**config.mk**
```make
export PLATFORM = sky130hd
export DESIGN_NAME = stable_min_priority_queue_top_flat
export DESIGN_NICKNAME = d
export VERILOG_FILES = /design/src/hdl/smpq_pkg.sv /design/src/hdl/smpq_ifs.sv /design/src/hdl/smpq_cell.sv /design/src/hdl/stable_min_priority_queue_top.sv /design/src/flat_wrapper.sv
export SDC_FILE = /design/constraint.sdc
export NUM_CORES = 2
export LEC_CHECK = 0
export BUFFER_PORTS_ARGS = -buffer_cell sky130_fd_sc_hd__buf_2
export CORE_AREA = 2 2 200 398
export DETAILED_ROUTE_END_ITERATION = 8
export DIE_AREA = 0 0 202 400
export GPL_TIMING_DRIVEN = 0
export PLACE_DENSITY = 0.71
export SLEW_MARGIN = 10
export SYNTH_ARGS = -nofsm -noshare
export SYNTH_HDL_FRONTEND = slang
export SYNTH_HIERARCHICAL = 1
export SYNTH_SLANG_ARGS = --single-unit
export TNS_END_PERCENT = 30
```
**constraint.sdc**
```tcl
create_clock -name clk -period 4.95 [get_ports clk]
set_clock_uncertainty 0.15 [all_clocks]
set_input_delay 0.2475 -clock clk [delete_from_list [all_inputs] [get_ports clk]]
set_output_delay 0.2475 -clock clk [all_outputs]
set_load 0.005 [all_outputs]
```
**src/hdl/smpq_pkg.sv**
```systemverilog
package smpq_pkg;

  // defaults for the top level parameters
  localparam int unsigned DEPTH_DEF     = 16;
  localparam int unsigned PRIO_BITS_DEF = 8;

  // fixed field widths
  localparam int unsigned DATA_W   = 32;
  localparam int unsigned IN_PRIO_W = 8;
  localparam int unsigned FILL_W   = 5;

  // request opcodes
  typedef enum logic {
    OP_ENQ = 1'b0,
    OP_DEQ = 1'b1
  } op_t;

  // response status codes
  typedef enum logic [1:0] {
    ST_ENQ   = 2'd0,
    ST_DEQ   = 2'd1,
    ST_EMPTY = 2'd2,
    ST_FULL  = 2'd3
  } status_t;

  // per-cycle command broadcast to every cell
  typedef struct packed {
    logic insert;
    logic remove;
  } cell_ctrl_t;

endpackage

```
**src/hdl/smpq_ifs.sv**
```systemverilog
interface smpq_req_if import smpq_pkg::*; ();
  logic                       valid;
  logic                       ready;
  logic                       op;
  logic signed [DATA_W-1:0]   item_data;
  logic [IN_PRIO_W-1:0]       item_priority;

  modport source (output valid, op, item_data, item_priority, input ready);
  modport sink (input valid, op, item_data, item_priority, output ready);
endinterface

interface smpq_rsp_if import smpq_pkg::*; ();
  logic                       valid;
  logic                       ready;
  logic signed [DATA_W-1:0]   out_data;
  logic [1:0]                 status;
  logic [FILL_W-1:0]          fill_count;

  modport source (output valid, out_data, status, fill_count, input ready);
  modport sink (input valid, out_data, status, fill_count, output ready);
endinterface

```
**src/hdl/smpq_cell.sv**
```systemverilog
module smpq_cell import smpq_pkg::*; #(
  parameter int unsigned PRIO_BITS = PRIO_BITS_DEF
) (
  input  logic                 clk,
  input  cell_ctrl_t           ctrl,
  input  logic                 occupied,
  input  logic [DATA_W-1:0]    new_data,
  input  logic [PRIO_BITS-1:0] new_prio,
  input  logic                 left_stays,
  input  logic [DATA_W-1:0]    left_data,
  input  logic [PRIO_BITS-1:0] left_prio,
  input  logic [DATA_W-1:0]    right_data,
  input  logic [PRIO_BITS-1:0] right_prio,
  output logic                 stays,
  output logic [DATA_W-1:0]    data,
  output logic [PRIO_BITS-1:0] prio
);

  // entry stays put on insert when it sorts at or before the new one
  assign stays = occupied && (prio <= new_prio);

  // insert: keep, take the new entry, or take the left neighbor
  // remove: take the right neighbor
  always_ff @(posedge clk) begin
    if (ctrl.insert && !stays) begin
      if (left_stays) begin
        data <= new_data;
        prio <= new_prio;
      end else begin
        data <= left_data;
        prio <= left_prio;
      end
    end else if (ctrl.remove) begin
      data <= right_data;
      prio <= right_prio;
    end
  end

endmodule

```
**src/hdl/stable_min_priority_queue_top.sv**
```systemverilog
// stable minimum priority queue built as a row of compare-and-shift cells
// the response is registered when the request is accepted and is valid from the next cycle
// throughput: one request per cycle while responses are taken; every cell compares and shifts in parallel
// a new request is taken only while the output register is empty or being read
// in the same cycle, so a waiting response holds off the next request
// reset: synchronous, clears the entry count and the response valid; cell
// contents are left as they are and never read before being written
module stable_min_priority_queue_top import smpq_pkg::*; #(
  parameter int unsigned DEPTH     = DEPTH_DEF,
  parameter int unsigned PRIO_BITS = PRIO_BITS_DEF
) (
  input  logic       clk,
  input  logic       rst,
  smpq_req_if.sink   req,
  smpq_rsp_if.source rsp
);

  localparam int unsigned CNT_W = $clog2(DEPTH + 1);

  logic [CNT_W-1:0]     count;
  logic [CNT_W-1:0]     count_next;
  logic                 full;
  logic                 empty;
  logic                 accept;
  cell_ctrl_t           ctrl;
  logic [PRIO_BITS-1:0] new_prio;
  logic [DATA_W-1:0]    new_data;
  logic [DATA_W-1:0]    resp_data;
  status_t              resp_status;

  logic                 cell_stays [DEPTH];
  logic [DATA_W-1:0]    cell_data  [DEPTH];
  logic [PRIO_BITS-1:0] cell_prio  [DEPTH];

  // handshake: output register frees as soon as it is taken
  assign req.ready = !rsp.valid || rsp.ready;
  assign accept    = req.valid && req.ready;

  assign full     = (count == CNT_W'(DEPTH));
  assign empty    = (count == '0);
  assign new_prio = PRIO_BITS'(req.item_priority);
  assign new_data = req.item_data;

  // decode the request into a cell command and a response
  always_comb begin
    ctrl        = '0;
    count_next  = count;
    resp_data   = '0;
    resp_status = ST_ENQ;
    case (op_t'(req.op))
      OP_DEQ: begin
        if (empty) begin
          resp_status = ST_EMPTY;
        end else begin
          ctrl.remove = accept;
          resp_data   = cell_data[0];
          resp_status = ST_DEQ;
          count_next  = count - CNT_W'(1);
        end
      end
      OP_ENQ: begin
        if (full) begin
          resp_status = ST_FULL;
        end else begin
          ctrl.insert = accept;
          resp_status = ST_ENQ;
          count_next  = count + CNT_W'(1);
        end
      end
      default: begin
        resp_status = ST_ENQ;
      end
    endcase
  end

  // cell row, slot 0 is the front
  for (genvar i = 0; i < DEPTH; i++) begin : g_cell
    logic                 occ;
    logic                 l_stays;
    logic [DATA_W-1:0]    l_data;
    logic [PRIO_BITS-1:0] l_prio;
    logic [DATA_W-1:0]    r_data;
    logic [PRIO_BITS-1:0] r_prio;

    assign occ = (count > CNT_W'(i));

    if (i == 0) begin : g_first
      assign l_stays = 1'b1;
      assign l_data  = new_data;
      assign l_prio  = new_prio;
    end else begin : g_mid
      assign l_stays = cell_stays[i-1];
      assign l_data  = cell_data[i-1];
      assign l_prio  = cell_prio[i-1];
    end

    if (i == DEPTH - 1) begin : g_last
      assign r_data = '0;
      assign r_prio = '0;
    end else begin : g_inner
      assign r_data = cell_data[i+1];
      assign r_prio = cell_prio[i+1];
    end

    smpq_cell #(
      .PRIO_BITS(PRIO_BITS)
    ) u_cell (
      .clk       (clk),
      .ctrl      (ctrl),
      .occupied  (occ),
      .new_data  (new_data),
      .new_prio  (new_prio),
      .left_stays(l_stays),
      .left_data (l_data),
      .left_prio (l_prio),
      .right_data(r_data),
      .right_prio(r_prio),
      .stays     (cell_stays[i]),
      .data      (cell_data[i]),
      .prio      (cell_prio[i])
    );
  end

  // entry count and response valid
  always_ff @(posedge clk) begin
    if (rst) begin
      count     <= '0;
      rsp.valid <= 1'b0;
    end else begin
      if (accept) begin
        count     <= count_next;
        rsp.valid <= 1'b1;
      end else if (rsp.ready) begin
        rsp.valid <= 1'b0;
      end
    end
  end

  // response payload
  always_ff @(posedge clk) begin
    if (accept) begin
      rsp.out_data   <= resp_data;
      rsp.status     <= resp_status;
      rsp.fill_count <= FILL_W'(count_next);
    end
  end

endmodule
```
**src/flat_wrapper.sv**
```systemverilog
// flat-port wrapper written by rule: the top's interface ports become plain ports
module stable_min_priority_queue_top_flat import smpq_pkg::*;
#(
  parameter int unsigned DEPTH     = DEPTH_DEF,
  parameter int unsigned PRIO_BITS = PRIO_BITS_DEF
)
  (clk, rst, req_valid, req_op, req_item_data, req_item_priority, req_ready, rsp_valid, rsp_out_data, rsp_status, rsp_fill_count, rsp_ready);
  smpq_req_if req_i ();
  smpq_rsp_if rsp_i ();
  input  logic clk;
  input  logic rst;
  input wire logic [$bits(req_i.valid)-1:0] req_valid;
  input wire logic [$bits(req_i.op)-1:0] req_op;
  input wire logic [$bits(req_i.item_data)-1:0] req_item_data;
  input wire logic [$bits(req_i.item_priority)-1:0] req_item_priority;
  output wire logic [$bits(req_i.ready)-1:0] req_ready;
  output wire logic [$bits(rsp_i.valid)-1:0] rsp_valid;
  output wire logic [$bits(rsp_i.out_data)-1:0] rsp_out_data;
  output wire logic [$bits(rsp_i.status)-1:0] rsp_status;
  output wire logic [$bits(rsp_i.fill_count)-1:0] rsp_fill_count;
  input wire logic [$bits(rsp_i.ready)-1:0] rsp_ready;
  assign req_i.valid = req_valid;
  assign req_i.op = req_op;
  assign req_i.item_data = req_item_data;
  assign req_i.item_priority = req_item_priority;
  assign req_ready = req_i.ready;
  assign rsp_valid = rsp_i.valid;
  assign rsp_out_data = rsp_i.out_data;
  assign rsp_status = rsp_i.status;
  assign rsp_fill_count = rsp_i.fill_count;
  assign rsp_i.ready = rsp_ready;
  stable_min_priority_queue_top #(.DEPTH(DEPTH), .PRIO_BITS(PRIO_BITS)) u_core (.clk(clk), .rst(rst), .req(req_i), .rsp(rsp_i));
endmodule
```
### Yosys cells after proc, flatten, opt, wreduce, memory -nomap -nowiden

Index checks and enable logic that the tools add are counted.

* mux-type cells: 106
* equality and inequality tests: 1
* reductions and logical operators: 70
* order comparisons: 32
* bitwise logic cells: 1
* $add $sub $neg: 2

Operator list (count)
* $mux 32: 47
* $mux 8: 47
* $le 8x8->1: 16
* $gt 5x4->1 const B: 8
* $reduce_bool 2->1: 17
* $logic_and 1x1->1: 33
* $gt 5x3->1 const B: 4
* $logic_not 1->1: 17
* $gt 5x1->1 const B: 2
* $gt 5x2->1 const B: 2
* $mux 5: 2
* $pmux 5 s2: 1
* $mux 1: 6
* $add 5x1->5 const B: 1
* $eq 5x5->1 const B: 1
* $logic_not 5->1: 1
* $sub 5x1->5 const B: 1
* $mux 2: 2
* $pmux 2 s2: 1
* $reduce_or 2->1: 1
* $logic_or 1x1->1: 1
* $not 1->1: 1

* output and inout bits: 41
* input bits: 45
* word-level logic and storage cells: 249
* register bits after elaboration: 685

### Depth between registers and ports, before layout

Gate-level depths: netlist of run 1.

* depth after elaboration: 7
* mapped depth: 14
* gate-level depth less buffers: 11

### Hierarchy

The synthesis of run 1 kept the hierarchy.

Modules (own cells, without submodules)
* smpq_cell: cells each 167, sequential area each 1201.2 µm², times used 16, area each 2516.2 µm²
* stable_min_priority_queue_top: cells each 190, sequential area each 1291.2 µm², times used 1, area each 2157.1 µm²

### Least setup slack after synthesis of run 1

OpenSTA, ideal clock, no wires.

* path kind: register -> register
* start: register u_core.count[0]
* end: register u_core.g_cell[1].u_cell.data[22], data pin
* setup time: 260 ps
* stages on the path, launching flop included: 14
* data required time: 4540 ps
* period minus slack after synthesis: 3678 ps
* arrival time: 3267 ps
* buffers on the path: 5
* slack: 1272 ps
* cell sequence: dfxtp_1 clkbuf_1 inv_1 ha_1 or4b_4 buf_6 clkbuf_1 nand3_1 or3_1 o21ai_0 buf_2 buf_1 mux2_2 mux2_4

RTL lines
* start, declared: line stable_min_priority_queue_top.sv:20 `logic [CNT_W-1:0] count;`
* start signal, assigned: line stable_min_priority_queue_top.sv:131 `count <= count_next;`
* end signal, assigned: line smpq_cell.sv:27 `data <= new_data;`
* end signal, assigned: line smpq_cell.sv:30 `data <= left_data;`
* end signal, assigned: line smpq_cell.sv:34 `data <= right_data;`
* end, declared: line smpq_cell.sv:15 `output logic [DATA_W-1:0] data,`

==> results.md, run 1 <==
- Share of power burned in registers: roughly 45%
- Peak supply drop: 0.3903 mV
- Tot Pwr: approximately 18 mW
- Switching pwr: between 4 and 5 mW
- Final #Nets: 3230
- Initial antenna violation count: 0
- Commonest cells after routing, fill and taps aside: edfxtp_1 (679), mux2_4 (625), mux2_2 (544)
- Die height: about 400 um
- CP Capture Type: register
- Max Freq: ~210 MHz
- Num CTS Buffers: 61
- I/O pin count: 86
- CTS H-tree lvls: 2
- Slew at the pin with the worst max-slew slack: 1.044 ns
- Vias in the first global route: approximately 26000
- Multi-input logic area: approximately 0.020 mm^2
- GRT Util Overall: a little under a quarter
- Finish-stage setup viols: 0
- Final GP Congestion: approximately 0.84
- I/O Buffers: between 80 and 90
- Critical Path, Cell by Cell: clkbuf_1 > inv_1 > ha_1 > a41oi_1 > and2_1 > o211a_2 > buf_6 > or2_2
- Post-CTS Setup Repair Bufs: 0
- Global-route wire length before repair: around 150 mm
- Comb pwr share: between 20 and 30%
- Initial core utilization: 54.49%
- CP max FO: 40
- Syn Std Cell Area: 0.04241 mm^2
- Instance count of the mapped netlist: ~2900
- Share of post-route cells with drive strength above 1: around 47%
- Avg Vias per Cell: 5.680
- Synth-to-Final Area Change: 9.216%
- CTS clock-pin slew for the worst setup and hold paths: ~0.070 ns
- Final Routed Wirelength: about 93 mm
- Commonest non-fill, non-tap cell in the layout: edfxtp_1
- Outcome: finished clean
- Leakage power: about 18 nW
- Horiz. Die Dim: between 200 and 250 um
- Drt wl/cell: around 23 um
- Slew HR: around 30%
- DP HPWL: around 75 mm
- Clk sinks: just under 700
- Hold Crit Class: in2reg
- WS Path Type: reg2reg
- Hold Vio Cnt, Final: 0
- Slowest cell on the critical path: or2_2
- Pwr dens: 386.0 mW/mm^2
- Tmin final: between 4 and 5 ns
- Biggest cell delay along the critical path: 0.81 ns
- CP required: between 5 and 6 ns
- Post-Syn Area per Cell: around 15 um^2
- Die ar.: slightly above 0.08 mm^2
- Clock Latency Late Sink: roughly 0.65 ns
- N_diodes: 0
- Synthesis warning total: 6
- Final cell count without fillers: between 4000 and 5000
- Placed cell count: between 4000 and 5000
- Post-route DRC violation count: 0
- RSZ-0062 raised after global routing: no
- Fin crit share: 96.66%
- Max cap viols: 0
- Clk root buf: clkbuf_16
- Core area: roughly 0.078 mm^2
- Rows: around 150
- CTS Buffer Depth: 3
- DR vias: between 20000 and 25000
- Fillers: 5938
- Slew Viols, Final: 0
- Drt first-iter violations: about 1200
- Clock share of power: 27.0%
- Sequential cell area: about 0.02 mm^2
- GRT overflow: 0
- ANT nets after route: 0
- Sw Ratio: roughly 28%
- CTS tree: done
- DRT Pass-1 Iters: 8
- Largest net degree at the start of global routing: 41
- Startpoint types: register
- Int Power: between 10 and 15 mW
- CP arrival: 4.89 ns
==> flip-flops by register name, summed over array words and instances, names as in the netlist <==
register                   flops
u_core/rsp.fill_count          5
u_core/rsp.valid               1
u_core/count                   5
u_core/rsp.status              2
u_core/rsp.out_data           32
u_core/g_cell.u_cell/prio    128
u_core/g_cell.u_cell/data    512
==> power by group through the flow <==
| stage | sequential [mW] | combinational [mW] | clock [mW] |
|---|---|---|---|
| final | 8.04 | 5.02 | 4.82 |
| after global routing | 8.13 | 5.38 | 5.13 |
| after CTS | 8.05 | 5.02 | 4.94 |
| after detailed placement | 8.18 | 5.00 | 0 |
| after global placement | 8.09 | 4.80 | 0 |
| after floorplan | 7.96 | 3.91 | 0 |
==> through the flow <==
stage                     utilization (%)  hold slack, ns  setup TNS, ns  cell area, um^2  setup slack (ns)
after detailed placement            56.90          0.3765         -17.04            44290           -0.7011
after global placement              56.88          0.3608         -13.50            44270           -0.5909
after global routing                59.51          0.1306              0            46320          0.004925
final                               59.51         0.06350              0            46320            0.1653
after CTS                           59.47         0.03460              0            46280           0.03447
after floorplan                         -          0.1666              0            42560             1.272
==> layout make-up <==
type	instances	share of cell area (%)
flip-flops and latches	685	44.28
multi-input cells	1920	44.17
clock buffers	73	3.439
well taps	1029	2.780
plain buffers	157	2.391
inverters	138	1.118
repair buffers	88	1.016
clock inverters	41	0.8077
==> metal layers <==
metal,wire length (um),global-route usage (%),part of all wire (%),vias up
met2,51990,45.75,56,425
met3,2258,2.015,2.4,204
met4,5368,12.32,5.7,0
met1,33880,23.05,36,11670
met5,0,0,0,-
li1,-,-,-,11160
==> timing repair <==
| action | CTS | global route |
|---|---|---|
| resized for setup | 5 | 18 |
| hold buffers | 3 | 0 |
| setup endpoints to repair | 62 | 516 |
| endpoints found under the hold margin | 6 | 0 |
==> critical path: cells and delay by family (launching register included) <==
kind	cells	cell delay, ns
flops	1	0.43
simple gates	2	1.56
fa+ha+maj	1	0.34
buf+inv	3	0.79
compound gates	2	1.09
==> path summary, 6_finish.rpt <==
check / to / from / depth (start not counted) / slack (ns)
setup / recovery: u_core/g_cell[9].u_cell/data[16] / u_core/count[0] / 8 / 0.17
hold / removal: u_core/rsp.fill_count[2] / req_op / 3 / 0.06
setup reg to reg: u_core/g_cell[9].u_cell/data[16] / u_core/count[0] / 8 / 0.17
hold reg to reg: u_core/g_cell[14].u_cell/data[7] / u_core/g_cell[15].u_cell/data[7] / 1 / 0.40
Power figures use the tool's default switching activity.
==> run 2, diff against run 1 <==
- RECOVER_POWER: unset -> 50
==> run 2 against run 1 <==
  * Clock-buffer cell count is the same
  * Clock power barely moved
  * Highest routed layer unchanged
  * Final cell count unchanged
  * Largest power group unchanged
  * Non-clock buffer count stayed put
  * Die area stayed put
  * First-iteration DRC count is 0.42% lower
==> results.md, run 2 (synthesis gave the netlist of run 1 again) <==
- Leakage power: around 16 nW
- Hold path start: req_op
- Clk root buf: clkbuf_16
- Largest Register: u_core/g_cell.u_cell/data
- Num CTS Buffers: between 60 and 70
- Hold Vio Cnt, Final: 0
- Reg2reg end: u_core/g_cell[15].u_cell/data[16]
- Synth-to-Final Area Change: 4.850%
- Max cap viols: 0
- Drt wl/cell: approximately 22 um
- Vias in the first global route: between 20000 and 30000
- Die ar.: about 0.081 mm^2
- Pwr dens: roughly 390 mW/mm^2
- WS Path Type: reg2reg
- Share of post-route cells with drive strength above 1: 31.82%
- DP HPWL: 74.87 mm
- Sw Ratio: ~28%
- Worst hold slack: around 0.067 ns
- CTS Buffer Depth: 3
- Global-route wire length before repair: ~150 mm
- Outcome: finished clean
- Commonest non-fill, non-tap cell in the layout: edfxtp_1
- Horiz. Die Dim: just over 200 um
- Initial antenna violation count: 0
- WP buf/inv: 3
- Clock Latency Late Sink: approximately 0.65 ns
- Largest net degree at the start of global routing: 41
- Clk sinks: about 690
- Biggest cell delay along the critical path: 0.81 ns
- Share of power burned in registers: 46.6%
- Core area: just under 0.08 mm^2
- Final instance area: approximately 0.044 mm^2
- Switching pwr: between 4 and 5 mW
- Top delay family on crit path: compound AO/OA/AOI/OAI gates
- Hold Crit Class: in2reg
- Final #Nets: approximately 3200
- Fin crit share: between 90% and 100%
- CP max FO: 10
- N_diodes: 0
- Die height: 400 um
- Startpoint types: register
- Final cell count without fillers: a little over 4000
- Reg2reg path depth: 10
- Worst hold endpoint: u_core/rsp.fill_count[2]
- Reg2reg setup slack: ~0.17 ns
- Initial core utilization: about 54%
- GRT Util Overall: a little under a quarter
- Fillers: between 6000 and 7000
- Slew HR: between 20% and 30%
- Slew Viols, Final: 0
- Tmin final: between 4 and 5 ns
- Max reg flops: ~510
- CTS H-tree lvls: 2
- Avg Vias per Cell: around 5.6
- DR vias: about 23000
- DRT Pass-1 Iters: 5
- Peak supply drop: approximately 0.39 mV
- Int Power: 12.34 mW
- Final setup margin: approximately 0.17 ns
- GRT overflow: 0
- CTS clock-pin slew for the worst setup and hold paths: roughly 0.07 ns
- WP depth: 10
- Final GP Congestion: roughly 0.84
- DP Area: between 0.04 and 0.05 mm^2
- Post-CTS Setup Repair Bufs: 0
- Max Freq: approximately 210 MHz
- Rows: ~150
- Slowest cell on the critical path: o21ai_0
- RSZ-0062 raised after global routing: no
- Clock share of power: 28.0%
- Final Routed Wirelength: between 90 and 100 mm
- Post-route DRC violation count: 0
- Worst Setup Slack post-DPL: -0.7011 ns
- I/O pin count: 86
- Slew at the pin with the worst max-slew slack: about 1.0 ns
- Drt first-iter violations: approximately 1200
- Critical Path, Cell by Cell: clkbuf_1 > nand2_1 > o21ai_0 > nor2b_1 > o21ai_0 > o21ai_1 > buf_2 > buf_1 > mux2_2 > mux2_4
- Critical Path Most Common Cell: o21ai_0
- CTS tree: done
- Leading registers by flop count: u_core/g_cell.u_cell/data (512), u_core/g_cell.u_cell/prio (128), u_core/rsp.out_data (32)
- Commonest cells after routing, fill and taps aside: edfxtp_1 (679), mux2_2 (536), mux2_1 (410)
- Finish-stage setup viols: 0
- Comb pwr share: between 20% and 30%
- WHS Path Cells: 3
- R2r startpoint: u_core/count[0]
- CP Capture Type: register
- CP arrival: about 5.0 ns
- Placed cell count: approximately 4000
- ANT nets after route: 0
- CP required: between 5 and 6 ns
- I/O Buffers: 84
==> run 2: metal layers <==
layer	global-route usage, %	routed length, um
met5	0	0
met2	45.75	51940
met1	23.05	33560
met4	12.32	5280
met3	2.015	2149
==> run 2: area by class of cell <==
type	instances	area, um^2	share of cell area, %
buffer	157	788.3	1.773
clock buffer	73	1593	3.582
clock inverter	41	374.1	0.8413
inverter	138	518.0	1.165
multi-input combinational	1920	18950	42.61
sequential	685	20510	46.12
tap	1029	1287	2.895
timing repair buffer	88	450.4	1.013
==> run 2: metrics by stage <==
stage | setup TNS [ns] | util [%] | power [mW]
detailed placement | -17.04 | 56.90 | 13.18
floorplan | 0 | - | 11.87
global route | 0 | 57.13 | 17.99
global placement | -13.50 | 56.88 | 12.90
CTS | 0 | 59.47 | 18.01
finish | 0 | 57.13 | 17.21
==> run 2: how the worst max path moves through the flow <==
stage                          startpoint                                 to  slack [ns]
final                     u_core/count[0]  u_core/g_cell[15].u_cell/data[16]        0.17
after global routing      u_core/count[0]  u_core/g_cell[11].u_cell/data[20]        0.01
after CTS                 u_core/count[1]   u_core/g_cell[2].u_cell/data[17]        0.03
after detailed placement  u_core/count[0]   u_core/g_cell[1].u_cell/data[23]       -0.70
after global placement    u_core/count[0]   u_core/g_cell[1].u_cell/data[16]       -0.59
after floorplan           u_core/count[0]   u_core/g_cell[1].u_cell/data[22]        1.27
==> run 2: repair_timing <==
item,4_1_cts,5_1_grt
hold buffers,3,0
resized for setup,5,18
endpoints found under the setup margin,62,516
endpoints found under the hold margin,6,0
==> run 2: worst register-to-register path, stage by stage, from the launching register on <==
cell and delay (ns):
dfxtp_1 0.44, clkbuf_1 0.41, nand2_1 0.13, o21ai_0 0.81, nor2b_1 0.21, o21ai_0 0.16, o21ai_1 0.51, buf_2 0.38
buf_1 0.65, mux2_2 0.43, mux2_4 0.26
==> run 2: power groups by stage <==
stage / Sequential, mW / Clock, mW / Combinational, mW
floorplan: 7.96 / 0 / 3.91
global placement: 8.09 / 0 / 4.80
detailed placement: 8.18 / 0 / 5.00
CTS: 8.05 / 4.94 / 5.02
global route: 8.10 / 5.13 / 4.76
finish: 8.01 / 4.82 / 4.38
